--- config.mk ---
export PLATFORM = sky130hd
export DESIGN_NAME = spi_frame_led_command_controller
export DESIGN_NICKNAME = d
export VERILOG_FILES = /design/src/rtl/sflc_pkg.sv /design/src/rtl/sflc_frame_check.sv /design/src/rtl/sflc_led_drive.sv /design/src/rtl/spi_frame_led_command_controller.sv
export SDC_FILE = /design/constraint.sdc
export NUM_CORES = 1
export LEC_CHECK = 0
export BUFFER_PORTS_ARGS = -buffer_cell sky130_fd_sc_hd__buf_2
export CORE_MARGIN = 2
export CORE_UTILIZATION = 41
export DETAILED_ROUTE_END_ITERATION = 16
export GPL_TIMING_DRIVEN = 0
export SYNTH_ARGS = -nofsm -noshare
export SYNTH_HDL_FRONTEND = slang
export SYNTH_SLANG_ARGS = --single-unit
export TNS_END_PERCENT = 100
--- constraint.sdc ---
create_clock -name clk_i -period 3 [get_ports clk_i]
set_input_delay 0.3 -clock clk_i [delete_from_list [all_inputs] [get_ports clk_i]]
set_output_delay 0.3 -clock clk_i [all_outputs]
set_load 0.03 [all_outputs]
--- src/rtl/sflc_pkg.sv ---
// Shared types and constants for the SPI frame LED command controller.
`default_nettype none
package sflc_pkg;

  // LED command codes carried in byte 1 of a frame.
  localparam logic [7:0] CMD_OFF    = 8'hFF;
  localparam logic [7:0] CMD_READY  = 8'h01;
  localparam logic [7:0] CMD_EMERG  = 8'h02;
  localparam logic [7:0] CMD_CENTER = 8'h04;
  localparam logic [7:0] CMD_SELF   = 8'h08;

  // Reset values of the configuration registers and the state.
  localparam logic [3:0] BLINK_TICKS_RST  = 4'd10;
  localparam logic [7:0] FRAME_HEADER_RST = 8'hAA;
  localparam logic [7:0] FRAME_TAIL_RST   = 8'hED;
  localparam logic [7:0] REPLY_CNT_RST    = 8'h01;

  typedef enum logic [1:0] {
    CFG_BLINK_TICKS  = 2'd0,
    CFG_FRAME_HEADER = 2'd1,
    CFG_FRAME_TAIL   = 2'd2
  } cfg_reg_e;

  typedef enum logic [2:0] {
    STS_ACCEPTED = 3'd0,
    STS_BAD_FRAME = 3'd1,
    STS_BAD_CHECK = 3'd2,
    STS_DUPLICATE = 3'd3,
    STS_TICK      = 3'd4
  } frame_status_e;

  typedef struct packed {
    logic        mode;
    logic [7:0]  rx_header;
    logic [7:0]  rx_data;
    logic [7:0]  rx_status;
    logic [7:0]  rx_seq;
    logic [15:0] rx_reserved;
    logic [7:0]  rx_check;
    logic [7:0]  rx_tail;
  } rx_word_t;

  typedef struct packed {
    logic led_one;
    logic led_two;
  } led_levels_t;

endpackage
`default_nettype wire

--- src/rtl/sflc_frame_check.sv ---
// Frame validation: header and tail, XOR checksum, then duplicate sequence test.
`default_nettype none
module sflc_frame_check
  import sflc_pkg::*;
(
  input  rx_word_t      word_i,
  input  logic [7:0]    frame_header_i,
  input  logic [7:0]    frame_tail_i,
  input  logic [7:0]    last_seq_i,
  output frame_status_e status_o
);

  logic [7:0] xor_sum;

  assign xor_sum = word_i.rx_header ^ word_i.rx_data ^ word_i.rx_status ^ word_i.rx_seq
                 ^ word_i.rx_reserved[7:0] ^ word_i.rx_reserved[15:8];

  always_comb begin
    if ((word_i.rx_header != frame_header_i) || (word_i.rx_tail != frame_tail_i)) begin
      status_o = STS_BAD_FRAME;
    end else if (xor_sum != word_i.rx_check) begin
      status_o = STS_BAD_CHECK;
    end else if (word_i.rx_seq == last_seq_i) begin
      status_o = STS_DUPLICATE;
    end else begin
      status_o = STS_ACCEPTED;
    end
  end

endmodule
`default_nettype wire

--- src/rtl/sflc_led_drive.sv ---
// LED level registers and the shared blink counter, advanced once per tick while a blinking command is set.
`default_nettype none
module sflc_led_drive
  import sflc_pkg::*;
(
  input  logic        clk_i,
  input  logic        rst_ni,
  input  logic        tick_i,
  input  logic [7:0]  command_i,
  input  logic [3:0]  blink_ticks_i,
  output led_levels_t levels_o
);

  logic [3:0] blink_count_q, blink_count_d;
  logic       led_one_q, led_one_d;
  logic       led_two_q, led_two_d;
  logic [3:0] count_inc;
  logic       toggle;
  logic [3:0] count_adv;

  // The counter wraps at four bits; a wrap to zero always counts as due.
  assign count_inc = blink_count_q + 4'd1;
  assign toggle    = (count_inc >= blink_ticks_i) || (count_inc == 4'd0);
  assign count_adv = toggle ? 4'd0 : count_inc;

  always_comb begin
    blink_count_d = blink_count_q;
    led_one_d     = led_one_q;
    led_two_d     = led_two_q;
    if (tick_i) begin
      case (command_i)
        CMD_READY: begin
          led_one_d = 1'b1;
          led_two_d = 1'b0;
        end
        CMD_EMERG: begin
          led_one_d     = 1'b0;
          led_two_d     = led_two_q ^ toggle;
          blink_count_d = count_adv;
        end
        CMD_CENTER: begin
          led_one_d     = led_one_q ^ toggle;
          led_two_d     = led_two_q ^ toggle;
          blink_count_d = count_adv;
        end
        CMD_SELF: begin
          led_one_d     = led_one_q ^ toggle;
          led_two_d     = 1'b1;
          blink_count_d = count_adv;
        end
        default: begin
          led_one_d = 1'b0;
          led_two_d = 1'b0;
        end
      endcase
    end
  end

  always_ff @(posedge clk_i or negedge rst_ni) begin
    if (!rst_ni) begin
      blink_count_q <= 4'd0;
      led_one_q     <= 1'b0;
      led_two_q     <= 1'b0;
    end else begin
      blink_count_q <= blink_count_d;
      led_one_q     <= led_one_d;
      led_two_q     <= led_two_d;
    end
  end

  // Levels after this cycle's step, so a tick word reports its new levels.
  assign levels_o.led_one = led_one_d;
  assign levels_o.led_two = led_two_d;

endmodule
`default_nettype wire

--- src/rtl/spi_frame_led_command_controller.sv ---
// Top level: input register, frame and tick processing, result register.
// One word can be accepted in every cycle. An accepted word is captured in an input
// register, processed by the frame check and LED logic once the result register is
// free, and presented from that result register. The input side stalls only while
// both registers hold words and the result is not taken. Configuration writes are
// always taken (cfg_ready_o is tied high); index 3 is ignored.
`default_nettype none
module spi_frame_led_command_controller
  import sflc_pkg::*;
(
  input  logic        clk_i,
  input  logic        rst_ni,
  input  logic        cfg_valid_i,
  output logic        cfg_ready_o,
  input  logic [1:0]  cfg_index_i,
  input  logic [7:0]  cfg_data_i,
  input  logic        in_valid_i,
  output logic        in_ready_o,
  input  logic        mode_i,
  input  logic [7:0]  rx_header_i,
  input  logic [7:0]  rx_data_i,
  input  logic [7:0]  rx_status_i,
  input  logic [7:0]  rx_seq_i,
  input  logic [15:0] rx_reserved_i,
  input  logic [7:0]  rx_check_i,
  input  logic [7:0]  rx_tail_i,
  output logic        out_valid_o,
  input  logic        out_ready_i,
  output logic [2:0]  frame_status_o,
  output logic        led_one_o,
  output logic        led_two_o,
  output logic [7:0]  reply_seq_o,
  output logic [7:0]  reply_check_o
);

  logic [3:0]    blink_ticks_q;
  logic [7:0]    frame_header_q;
  logic [7:0]    frame_tail_q;
  logic [7:0]    led_cmd_q, led_cmd_d;
  logic [7:0]    last_seq_q, last_seq_d;
  logic [7:0]    reply_cnt_q, reply_cnt_d;
  logic          in_valid_q, in_valid_d;
  rx_word_t      in_word_q;
  logic          out_valid_q, out_valid_d;
  logic [2:0]    status_q;
  led_levels_t   levels_q;
  logic [7:0]    reply_seq_q;
  logic [7:0]    reply_check_q;
  logic          in_accept;
  logic          out_free;
  logic          proc_fire;
  logic          tick_fire;
  logic          frame_fire;
  frame_status_e chk_status;
  led_levels_t   levels_next;

  assign cfg_ready_o = 1'b1;

  always_ff @(posedge clk_i or negedge rst_ni) begin
    if (!rst_ni) begin
      blink_ticks_q  <= BLINK_TICKS_RST;
      frame_header_q <= FRAME_HEADER_RST;
      frame_tail_q   <= FRAME_TAIL_RST;
    end else if (cfg_valid_i) begin
      case (cfg_index_i)
        CFG_BLINK_TICKS:  blink_ticks_q  <= cfg_data_i[3:0];
        CFG_FRAME_HEADER: frame_header_q <= cfg_data_i;
        CFG_FRAME_TAIL:   frame_tail_q   <= cfg_data_i;
        default: ;
      endcase
    end
  end

  // Handshake between the input register and the result register.
  assign out_free   = !out_valid_q || out_ready_i;
  assign in_ready_o = !in_valid_q || out_free;
  assign in_accept  = in_valid_i && in_ready_o;
  assign proc_fire  = in_valid_q && out_free;
  assign tick_fire  = proc_fire && in_word_q.mode;
  assign frame_fire = proc_fire && !in_word_q.mode;

  assign in_valid_d  = in_accept || (in_valid_q && !proc_fire);
  assign out_valid_d = proc_fire || (out_valid_q && !out_ready_i);

  always_ff @(posedge clk_i) begin
    if (in_accept) begin
      in_word_q.mode        <= mode_i;
      in_word_q.rx_header   <= rx_header_i;
      in_word_q.rx_data     <= rx_data_i;
      in_word_q.rx_status   <= rx_status_i;
      in_word_q.rx_seq      <= rx_seq_i;
      in_word_q.rx_reserved <= rx_reserved_i;
      in_word_q.rx_check    <= rx_check_i;
      in_word_q.rx_tail     <= rx_tail_i;
    end
  end

  sflc_frame_check u_frame_check (
    .word_i         (in_word_q),
    .frame_header_i (frame_header_q),
    .frame_tail_i   (frame_tail_q),
    .last_seq_i     (last_seq_q),
    .status_o       (chk_status)
  );

  sflc_led_drive u_led_drive (
    .clk_i         (clk_i),
    .rst_ni        (rst_ni),
    .tick_i        (tick_fire),
    .command_i     (led_cmd_q),
    .blink_ticks_i (blink_ticks_q),
    .levels_o      (levels_next)
  );

  always_comb begin
    led_cmd_d   = led_cmd_q;
    last_seq_d  = last_seq_q;
    reply_cnt_d = reply_cnt_q;
    if (frame_fire) begin
      // Every frame loads a reply, even a rejected one.
      reply_cnt_d = reply_cnt_q + 8'd1;
      if (chk_status == STS_ACCEPTED) begin
        led_cmd_d  = in_word_q.rx_data;
        last_seq_d = in_word_q.rx_seq;
      end
    end
  end

  always_ff @(posedge clk_i or negedge rst_ni) begin
    if (!rst_ni) begin
      led_cmd_q   <= CMD_OFF;
      last_seq_q  <= 8'd0;
      reply_cnt_q <= REPLY_CNT_RST;
      in_valid_q  <= 1'b0;
      out_valid_q <= 1'b0;
    end else begin
      led_cmd_q   <= led_cmd_d;
      last_seq_q  <= last_seq_d;
      reply_cnt_q <= reply_cnt_d;
      in_valid_q  <= in_valid_d;
      out_valid_q <= out_valid_d;
    end
  end

  always_ff @(posedge clk_i) begin
    if (proc_fire) begin
      levels_q <= levels_next;
      if (in_word_q.mode) begin
        status_q      <= STS_TICK;
        reply_seq_q   <= 8'd0;
        reply_check_q <= 8'd0;
      end else begin
        status_q      <= chk_status;
        reply_seq_q   <= reply_cnt_q;
        reply_check_q <= frame_header_q ^ reply_cnt_q;
      end
    end
  end

  assign out_valid_o    = out_valid_q;
  assign frame_status_o = status_q;
  assign led_one_o      = levels_q.led_one;
  assign led_two_o      = levels_q.led_two;
  assign reply_seq_o    = reply_seq_q;
  assign reply_check_o  = reply_check_q;

endmodule
`default_nettype wire

# Yosys cells after proc, flatten, opt, wreduce, memory -nomap -nowiden
# Cells that the tools add are included.
totals:
  out_inout_bits: 24
  wordCells: 81
  regBits: 138
op_classes:
  addsub: 2
  magnitude_cmp: 1
  n_reduce_logical: 28
  eq_ne: 10
  mux: 8
  bitwise_logic: 8
ops:
  columns: ["op", "count"]
  rows:
  - ["$xor 8x8->8", 6]
  - ["$ne 8x8->1", 3]
  - ["$reduce_and 2->1", 5]
  - ["$add 8x1->8 const B", 1]
  - ["$eq 8x1->1 const B", 1]
  - ["$eq 8x2->1 const B", 1]
  - ["$eq 8x3->1 const B", 1]
  - ["$eq 8x4->1 const B", 1]
  - ["$eq 8x8->1", 1]
  - ["$logic_and 1x1->1", 6]
  - ["$logic_or 1x1->1", 6]
  - ["$mux 3", 2]
  - ["$logic_not 1->1", 5]
  - ["$add 4x1->4 const B", 1]
  - ["$ge 4x4->1", 1]
  - ["$logic_not 4->1", 1]
  - ["$mux 4", 1]
  - ["$pmux 1 s2", 2]
  - ["$reduce_or 2->1", 2]
  - ["$logic_not 3->1", 1]
  - ["$reduce_or 3->1", 1]
  - ["$eq 2x1->1 const B", 1]
  - ["$eq 2x2->1 const B", 1]
  - ["$logic_not 2->1", 1]
  - ["other kinds (3)", 5]

# Longest topological paths before layout
# Gate-level depths: netlist of run 1.
logic_depth:
  ltp_word: 10
  depth_mapped: 8
  ltp_nobuf: 8

# Cells and area by module
# From an unflattened synthesis of run 1, not the netlist that was laid out.
hier_totals:
  cells_unflattened: 372
  area_unflattened_um2: 6025.8
modules_own_cells:
  columns: ["mod", "area_each_um2", "instances", "cells_per_inst", "seq_area_each_um2"]
  rows:
  - ["spi_frame_led_command_controller", 4675.7, 1, 235, 3759.9]
  - ["sflc_frame_check", 808.3, 1, 76, 0.0]
  - ["sflc_led_drive", 541.8, 1, 61, 150.1]

# Worst setup path before layout of run 1
# No wires, ideal clock.
synth_path:
  path_type: "flip-flop to flip-flop"
  startpoint: "register out_valid_q, in the netlist out_valid_o"
  endpoint: "register in_word_q[0] (netlist name), enable pin"
  n_path_buf: 0
  stages_incl_launch_ff: 3
  t_arrival_ps: 2450
  required_time_ps: 2570
  setup_slack_ps: 120
  setup_ps: 430
  cell_sequence: "dfrtp_1 nand3b_1 and2_1"
synth_between:
  elab_chain_len: 4
synth_lines:
  columns: ["element", "line_no", "rtl"]
  rows:
  - ["start, declared", "spi_frame_led_command_controller.sv:44", "logic out_valid_q, out_valid_d;"]
  - ["start signal, assigned", "spi_frame_led_command_controller.sv:141", "out_valid_q <= out_valid_d;"]
  - ["$logic_not 1->1", "spi_frame_led_command_controller.sv:75", "assign out_free = !out_valid_q || out_ready_i;"]
  - ["$logic_or 1x1->1", "spi_frame_led_command_controller.sv:75", null]
  - ["$logic_or 1x1->1", "spi_frame_led_command_controller.sv:76", "assign in_ready_o = !in_valid_q || out_free;"]
  - ["net in_ready_o", "spi_frame_led_command_controller.sv:18", "output logic in_ready_o,"]
  - ["$logic_and 1x1->1", "spi_frame_led_command_controller.sv:77", "assign in_accept = in_valid_i && in_ready_o;"]
  - ["net in_accept", "spi_frame_led_command_controller.sv:49", "logic in_accept;"]
  - ["end, declared", "spi_frame_led_command_controller.sv:43", "rx_word_t in_word_q;"]
# The timed path passes the listed nets, and every way through them passes these cells.
# A chain may end at the register's enable or synchronous reset.

# Worst setup path after layout of run 1
layout_path:
  startpoint: "register out_valid_q, in the netlist out_valid_o"
  endpoint: "register last_seq_q[6]"
layout_between:
  elab_chain_len: 5
layout_lines:
  columns: ["element", "line_no", "rtl"]
  rows:
  - ["$logic_not 1->1", "spi_frame_led_command_controller.sv:75", null]
  - ["$logic_or 1x1->1", "spi_frame_led_command_controller.sv:75", null]
  - ["$logic_and 1x1->1", "spi_frame_led_command_controller.sv:78", "assign proc_fire = in_valid_q && out_free;"]
  - ["net proc_fire", "spi_frame_led_command_controller.sv:51", "logic proc_fire;"]
  - ["$logic_and 1x1->1", "spi_frame_led_command_controller.sv:80", "assign frame_fire = proc_fire && !in_word_q.mode;"]
  - ["$reduce_and 2->1 (no source line)", null, null]
  - ["end signal, assigned", "spi_frame_led_command_controller.sv:138", "last_seq_q <= last_seq_d;"]
  - ["end, declared", "spi_frame_led_command_controller.sv:40", "logic [7:0] last_seq_q, last_seq_d;"]
# The timed path passes the listed nets, and every way through them passes these cells.

==> summary.md, run 1 <==
| Metric | Value |
|---|---|
| Worst vdd ir | `0.4079 mV` |
| Mean Syn Cell Area | `15.76 sq um` |
| CP endpoint kind | `register` |
| Initial antenna violation count | `0` |
| Top_reg_cell synth | `edfxtp_1` |
| Port Buffers | `102` |
| Min Hold Slack | `0.05477 ns` |
| Area growth, synth to finish | `22.96%` |
| Slew Limit Fails | `0` |
| Unique cell type count in the Yosys netlist | `45` |
| R2r endpoint | `last_seq_q[6]` |
| Gate Count Post-Synth | `369` |
| Placer Congestion | `0.7310` |
| FF+latch count, synth | `approximately 140` |
| Worst-path fanout max | `24` |
| Setup TNS | `0 ns` |
| Crit path kind | `register to register` |
| Post-synth EDFFs | `86` |
| Fraction of layout cells with a size suffix above 1 | `0.3976` |
| Worst slew pin tran | `1.160 ns` |
| H-tree levels | `4` |
| Total gr overflow | `0` |
| Synth warn | `0` |
| Worst-path clk slew | `about 0.060 ns` |
| Worst setup SP type | `register` |
| Max cap viols | `0` |
| Critical Path Source | `out_valid_o` |
| Die Wd | `~120 um` |
| Final core occ | `0.5151` |
| Setup Viol. Count Final | `0` |
| Io pins | `104` |
| CTS Buffer Depth | `2` |
| R2R depth | `6` |
| Diodes inserted | `0` |
| Vias per cell | `4.616` |
| Met3 Resource Use GR | `0.04982` |
| Drt first pass iters | `4` |
| CTS Root Cell | `clkbuf_16` |
| Total Routing Usage GR | `0.1451` |
| Mapped cell area | `roughly 0.0058 sq mm` |
| Total wire length | `between 10000 and 15000 um` |
| Final period utilization | `0.8984` |
| Unrepaired setup endpoints after global routing | `false` |
| Antenna viol nets, final | `0` |
| Status | `finished, final reports clean` |
| Global-route wire length before repair | `15950 um` |
| DRC violations left | `0` |
| TritonCTS buffer count | `17` |
| Clk sinks | `138` |
| Async SR Flop Fraction | `0.3768` |
| Starting Density | `0.4189` |
| TritonCTS clock tree | `done` |
| Placed insts | `651` |
| CTS hold repair buffers | `0` |
| Final Critical Period | `2.695 ns` |
| Vias in the first global route | `between 3000 and 4000` |
| Reg-to-reg slack, setup | `between 0.3 and 0.4 ns` |
| Synth Net Count | `454` |
| Pre-CTS setup slack | `between 0.2 and 0.3 ns` |
| Detail Placement HPWL | `7382 um` |
| Hold Path Class | `input port to register` |
| Largest net degree at the start of global routing | `66` |
| Crit path arrival time | `2.99 ns` |
| Non-Filler Instances | `683` |
| Register area share after synthesis | `0.6725` |
| Placeable Area | `between 0.01 and 0.015 sq mm` |
| Clock latency on the worst-skew pair | `around 0.42 ns` |
| Endpoints failing hold | `0` |
| Final setup margin | `0.3047 ns` |
| Filler cell count | `around 1200` |
| FMAX | `about 370 MHz` |
| DR vias | `3153` |
| Post_cts resized | `0` |
| Drt wl/cell | `14.73 um` |
| Cell area power density | `716.7 mW/mm^2` |
| Busiest grt layer | `met2` |
| DRT iter0 DRCs | `approximately 130` |
| Met2 Usage GRT | `0.2276` |
| Max_slew headroom | `0.2264` |
| GRT met1 Usage | `0.1821` |
| Fin Clk Skew | `0.01079 ns` |
| Row count | `43` |
| Die area | `0.01515 sq mm` |
| R2r startpoint | `out_valid_o` |
| P_leak | `about 2.9 nW` |
| Nets | `575` |
| Post-CTS setup buffer count | `0` |
| Die H | `around 120 um` |
| CP required | `3.30 ns` |
| Worst setup path end | `last_seq_q[6]` |
-- how the worst min path moves through the flow --
stage,from,to,slack (ns),cells after the start
after floorplan,rst_ni,blink_ticks_q[0],0.004,0
after global placement,in_word_q[64],frame_status_o[2],0.46,0
after detailed placement,in_word_q[64],frame_status_o[2],0.47,0
after CTS,rx_reserved_i[2],in_word_q[18],0.04,1
after global routing,rx_reserved_i[6],in_word_q[22],0.03,1
final,rx_reserved_i[14],in_word_q[30],0.05,1
-- critical path, cell delays in order (launching register included) --
cell and delay [ns]:
dfrtp_1 0.40, nand2b_1 0.11, and2_1 0.75, nor2b_1 0.55
nand4_4 0.24, buf_6 0.23, mux2_4 0.30
-- through the flow --
step | area, sq um | total power [mW]
CTS | 7149 | 5.187
global route | 7149 | 5.368
floorplan | 5814 | 2.891
finish | 7149 | 5.124
global placement | 6550 | 3.101
detailed placement | 6553 | 3.111
-- sequential cells by signal, indices dropped and copies added (netlist names) --
name,flops
in_word_q,65
frame_header_q,8
frame_tail_q,8
last_seq_q,8
led_cmd_q,8
reply_check_o,8
reply_cnt_q,8
reply_seq_o,8
blink_ticks_q,4
u_led_drive.blink_count_q,4
frame_status_o,3
in_valid_q,1
led_one_o,1
led_two_o,1
out_valid_o,1
u_led_drive.led_one_q,1
u_led_drive.led_two_q,1
-- area by class of cell --
cell class	instances	area, sq um	area share
multi-input cells	224	1869	0.2615
inverters	3	11.26	0.001575
well taps	180	225.2	0.03150
repair buffers	102	510.5	0.07140
flip-flops and latches	138	3910	0.5469
clock buffers	20	446.7	0.06248
plain buffers	4	26.28	0.003675
clock inverters	12	150.1	0.02100
-- cells in the final DEF, fill, tap and decap left out, drive strengths merged, types with 2 or more instances in the layout --
cell,instances
xor2,19
clkbuf,21
dfstp,21
and2,3
buf,105
clkinvlp,3
nand2,10
nor2,13
clkinv,6
o21ai,8
ha,5
mux2,35
nand4,9
a21o,2
bufinv,3
nor2b,9
and3,2
a21oi,5
edfxtp,86
nor3b,2
xnor2,72
nand2b,6
inv,3
nand3,6
or3,2
dfrtp,31
nand3b,4
nor4,3
-- layer usage --
metal	vias to the layer above	wire [um]
li1	1566	-
met1	1473	4332
met2	97	4902
met3	17	596
met4	0	229
met5	-	0
-- cells by family (layout without fill, tap and decap cells) --
kind of cell             after synthesis  count (layout)  synth area share
flip-flops                           138             138            0.6725
XOR/XNOR                              91              91            0.1371
adder cells (fa/ha/maj)                5               5           0.01076
AND/OR/NAND/NOR                       72              72           0.07553
buffers and inverters                  7             141          0.006455
other                                  1               1         0.0006450
multiplexers                          35              35           0.07424
AO/OA/AOI/OAI                         20              20           0.02281
-- cells in the mapped netlist, drive strengths merged, types with 6 or more instances --
cell    number  area [sq um]
edfxtp      86          2582
xnor2       72         630.6
mux2        35         431.7
dfrtp       31         775.7
dfstp       21         551.8
xor2        19         166.4
nor2        13         58.81
nand2       10         37.54
nand4        9         71.32
nor2b        9         56.30
o21ai        8         51.30
nand2b       6         37.54
nand3        6         30.03
-- report_power, final --
part / switching (mW) / internal (mW) / total, mW / leakage, nW
combinational: 0.324 / 0.313 / 0.637 / 1.12
clock: 0.745 / 1.32 / 2.07 / 0.286
sequential: 0.149 / 2.27 / 2.42 / 1.45
total: 1.22 / 3.91 / 5.12 / 2.85
Note: power is estimated with default switching activity, not from simulation.
==> inputs of run 2 (changes only) <==
- SYNTH_HIERARCHICAL: not set -> 1
==> run 2 against run 1 <==
Against the previous run:
- final area up 2.8%
- power fell by 0.16%
- non-clock buffer count increased by 4
- core utilization decreased by 0.57 points
- largest power group unchanged
- highest routed layer unchanged
==> summary.md, run 2 <==
| Metric | Value |
|---|---|
| Critical path, cell by cell | `xnor3_1 > xnor3_1 > nor4_4 > and4_1 > a21boi_1 > nor3_2 > nand3_4 > buf_6 > mux2_4` |
| Placeable Area | `0.01442 sq mm (+3.9%)` |
| Max cap viols | `0 (unchanged)` |
| Unrepaired setup endpoints after global routing | `false` |
| Die area | `0.01568 sq mm (+3.5%)` |
| Most used cell, CP | `xnor3_1` |
| CP required | `3.30 ns (about the same)` |
| Antenna viol nets, final | `0 (unchanged)` |
| DRC violations left | `0 (unchanged)` |
| Top_reg_cell synth | `edfxtp_1` |
| Unique cell type count in the Yosys netlist | `50 (+11%)` |
| CP endpoint kind | `register` |
| Mean Syn Cell Area | `16.20 sq um (+2.8%)` |
| Max_slew headroom | `0.1774 (-0.04902)` |
| Max reg flops | `65 (unchanged)` |
| Worst-path fanout max | `10 (-58%)` |
| Cell area power density | `696.3 mW/mm^2 (-2.8%)` |
| Row count | `44 (+2.3%)` |
| Commonest non-fill, non-tap cell in the layout | `buf_2` |
| DRT iter0 DRCs | `159 (+21%)` |
| DR vias | `3275 (+3.9%)` |
| Mapped cell area | `0.006026 sq mm (+3.6%)` |
| Final core occ | `0.5094 (-0.005685)` |
| TritonCTS clock tree | `done` |
| CTS Buffer Depth | `2 (unchanged)` |
| Worst vdd ir | `0.3788 mV (-7.1%)` |
| H-tree levels | `4 (unchanged)` |
| Async SR Flop Fraction | `0.3768 (unchanged)` |
| Min-Delay Path Depth | `1 (unchanged)` |
| Crit-path max cell delay | `0.44 ns (-0.31 ns)` |
| Worst slew pin tran | `1.234 ns (+0.07352 ns)` |
| FMAX | `351.5 MHz (-5.3%)` |
| Post-synth EDFFs | `86 (unchanged)` |
| Total Routing Usage GR | `0.1495 (+0.004413)` |
| Clk sinks | `138 (unchanged)` |
| Detail Placement HPWL | `8091 um (+9.6%)` |
| Final Critical Period | `2.845 ns (+0.1496 ns)` |
| Filler cell count | `1246 (+2.2%)` |
| Vias in the first global route | `3396 (+9.0%)` |
| Drt first pass iters | `4 (unchanged)` |
| Most frequent cells after synthesis | `edfxtp_1 (86), xnor2_1 (53), dfrtp_1 (31)` |
| Worst setup SP type | `register` |
| Top reg by flops | `in_word_q` |
| Hold Path Class | `input port to register` |
| Final setup margin | `0.1551 ns (-0.1496 ns)` |
| Worst-path clk slew | `0.05 ns (about the same)` |
| Largest net degree at the start of global routing | `66 (unchanged)` |
| Commonest cells after routing, fill and taps aside | `buf_2 (103), edfxtp_1 (86), xnor2_1 (53), dfrtp_1 (31), mux2_2 (27)` |
| Synth warn | `6 (+6)` |
| Total wire length | `11120 um (+11%)` |
| Fin Clk Skew | `0.009687 ns (-0.001108 ns)` |
| Global-route wire length before repair | `17620 um (+10%)` |
| Endpoints failing hold | `0 (unchanged)` |
| Synth area leader | `edfxtp_1` |
| Crit path kind | `register to register` |
| Fraction of layout cells with a size suffix above 1 | `0.4150 (+0.01741)` |
| Slew Limit Fails | `0 (unchanged)` |
| Initial antenna violation count | `0 (unchanged)` |
| Clock latency on the worst-skew pair | `0.42 ns (about the same)` |
| Most common cell in the synthesized netlist | `edfxtp_1` |
| Starting Density | `0.4178 (-0.001110)` |
| Final period utilization | `0.9483 (+0.04988)` |
| Vias per cell | `4.746 (+2.8%)` |
| Gate Count Post-Synth | `372 (+0.81%)` |
| Area growth, synth to finish | `21.93%` |
| Multi-input gate area | `0.002054 sq mm (+9.9%)` |
| Io pins | `104 (unchanged)` |
| Setup Viol. Count Final | `0 (unchanged)` |
| Register area share after synthesis | `0.6489 (-0.02360)` |
| Status | `finished, final reports clean` |
| Placer Congestion | `0.7737 (+5.8%)` |
| Area share of the largest cell type after synthesis | `0.4286 (-0.01559)` |
| TritonCTS buffer count | `17 (unchanged)` |
| Crit path arrival time | `3.15 ns (+0.16 ns)` |
| CTS Root Cell | `clkbuf_16` |
| Top cells by area, synth | `edfxtp_1 (43%), dfrtp_1 (13%), dfstp_2 (9.2%), xnor2_1 (7.7%), mux2_2 (5.0%)` |
| CP delay by family, top | `simple AND/OR/NAND/NOR gates` |
| Critical path buffers and inverters | `1 (unchanged)` |
| Pre-CTS setup slack | `0.06699 ns (-0.2224 ns)` |
| FF+latch count, synth | `138 (unchanged)` |
| Nets | `578 (+0.52%)` |
| Diodes inserted | `0 (unchanged)` |
| Reg area | `0.003910 sq mm (unchanged)` |
| Total gr overflow | `0 (unchanged)` |
| Port Buffers | `102 (unchanged)` |
| P_leak | `3.040 nW (+6.5%)` |
| Critical Path Stages | `9 (+3)` |
| Die H | `125.2 um (+1.7%)` |
| R2R depth | `9 (+3)` |
| Die Wd | `125.2 um (+1.7%)` |
| CP max-delay cell | `edfxtp_1` |
| Synth Net Count | `457 (+0.66%)` |
| Drt wl/cell | `16.11 um (+9.4%)` |
-- run 2: cell count changes after synthesis, sizes merged, moves of 3 or more --
| cell | delta |
|---|---|
| nor2 | -3 |
| o22ai | +3 |
| xor2 | -8 |
| xnor2 | -17 |
| nor4 | +3 |
| a31oi | +3 |
| buf | +3 |
| o21ai | -5 |
| xnor3 | +12 |
| a21oi | -3 |
-- run 2: metal layers --
layer / up-vias / part of all wire / routed length [um] / global-route usage
met4: 0 / 0.013 / 142 / 0.05294
met5: - / 0 / 0 / 0
met1: 1565 / 0.45 / 5016 / 0.1907
met2: 101 / 0.48 / 5328 / 0.2375
li1: 1594 / - / - / -
met3: 15 / 0.056 / 628 / 0.05349
-- run 2: logic make-up (layout without fill, tap and decap cells) --
family,count (synthesis),count (layout),synth area share
AND/OR/NAND/NOR,82,82,0.08929
multiplexers,38,38,0.07703
adder cells (fa/ha/maj),5,5,0.01038
flip-flops,138,138,0.6489
other,2,2,0.001246
AO/OA/AOI/OAI,16,16,0.01786
XOR/XNOR,78,78,0.1433
buffers and inverters,13,147,0.01204
-- run 2: where the power goes --
part	internal (mW)	switching, mW	total [mW]
clock	1.24	0.730	1.97
sequential	2.27	0.163	2.43
combinational	0.364	0.345	0.709
-- run 2: worst paths after layout --
kind	from	to	slack, ns
setup / recovery	in_word_q[62]	last_seq_q[6]	0.16
hold / removal	rx_reserved_i[15]	in_word_q[31]	0.05
setup reg to reg	in_word_q[62]	last_seq_q[6]	0.16
hold reg to reg	blink_ticks_q[2]	blink_ticks_q[2]	0.51
max in group asynchronous	rst_ni	last_seq_q[2]	2.09
min in group asynchronous	rst_ni	frame_tail_q[1]	0.16
-- run 2: repair_timing --
item / 4_1_cts / 5_1_grt
setup buffers: 0 / 0
gates resized for setup: 0 / 1
hold buffers: 0 / 0
setup endpoints to repair: 0 / 3
endpoints found under the hold margin: 0 / 0
-- run 2: metrics by stage --
stage / total power [mW] / hold WS [ns] / cell area [sq um] / TNS (ns) / instances
4_1_cts: 5.172 / 0.03949 / 7338 / 0 / 690
3_3_place_gp: 3.162 / 0.4773 / 6766 / -17.79 / 658
6_report: 5.116 / 0.05471 / 7347 / 0 / 690
5_1_grt: 5.358 / 0.03173 / 7347 / 0 / 690
3_5_place_dp: 3.181 / 0.4781 / 6769 / 0 / 658
2_1_floorplan: 2.940 / 0.004409 / 6026 / 0 / 372
-- run 2: cell type report --
class | count | share of cell area
timing repair buffer | 102 | 0.06948
tap | 184 | 0.03134
clock buffer | 24 | 0.06846
buffer | 8 | 0.007323
inverter | 5 | 0.002554
clock inverter | 8 | 0.009026
multi-input combinational | 221 | 0.2796
sequential | 138 | 0.5322
-- run 2: worst register-to-register path: cells and delay by family, from the launching register on --
family / cells / cell delay [ns]
xor+xnor: 2 / 0.69
mux: 1 / 0.30
flops: 1 / 0.44
compound gates: 1 / 0.08
buf+inv: 1 / 0.20
simple gates: 4 / 1.02
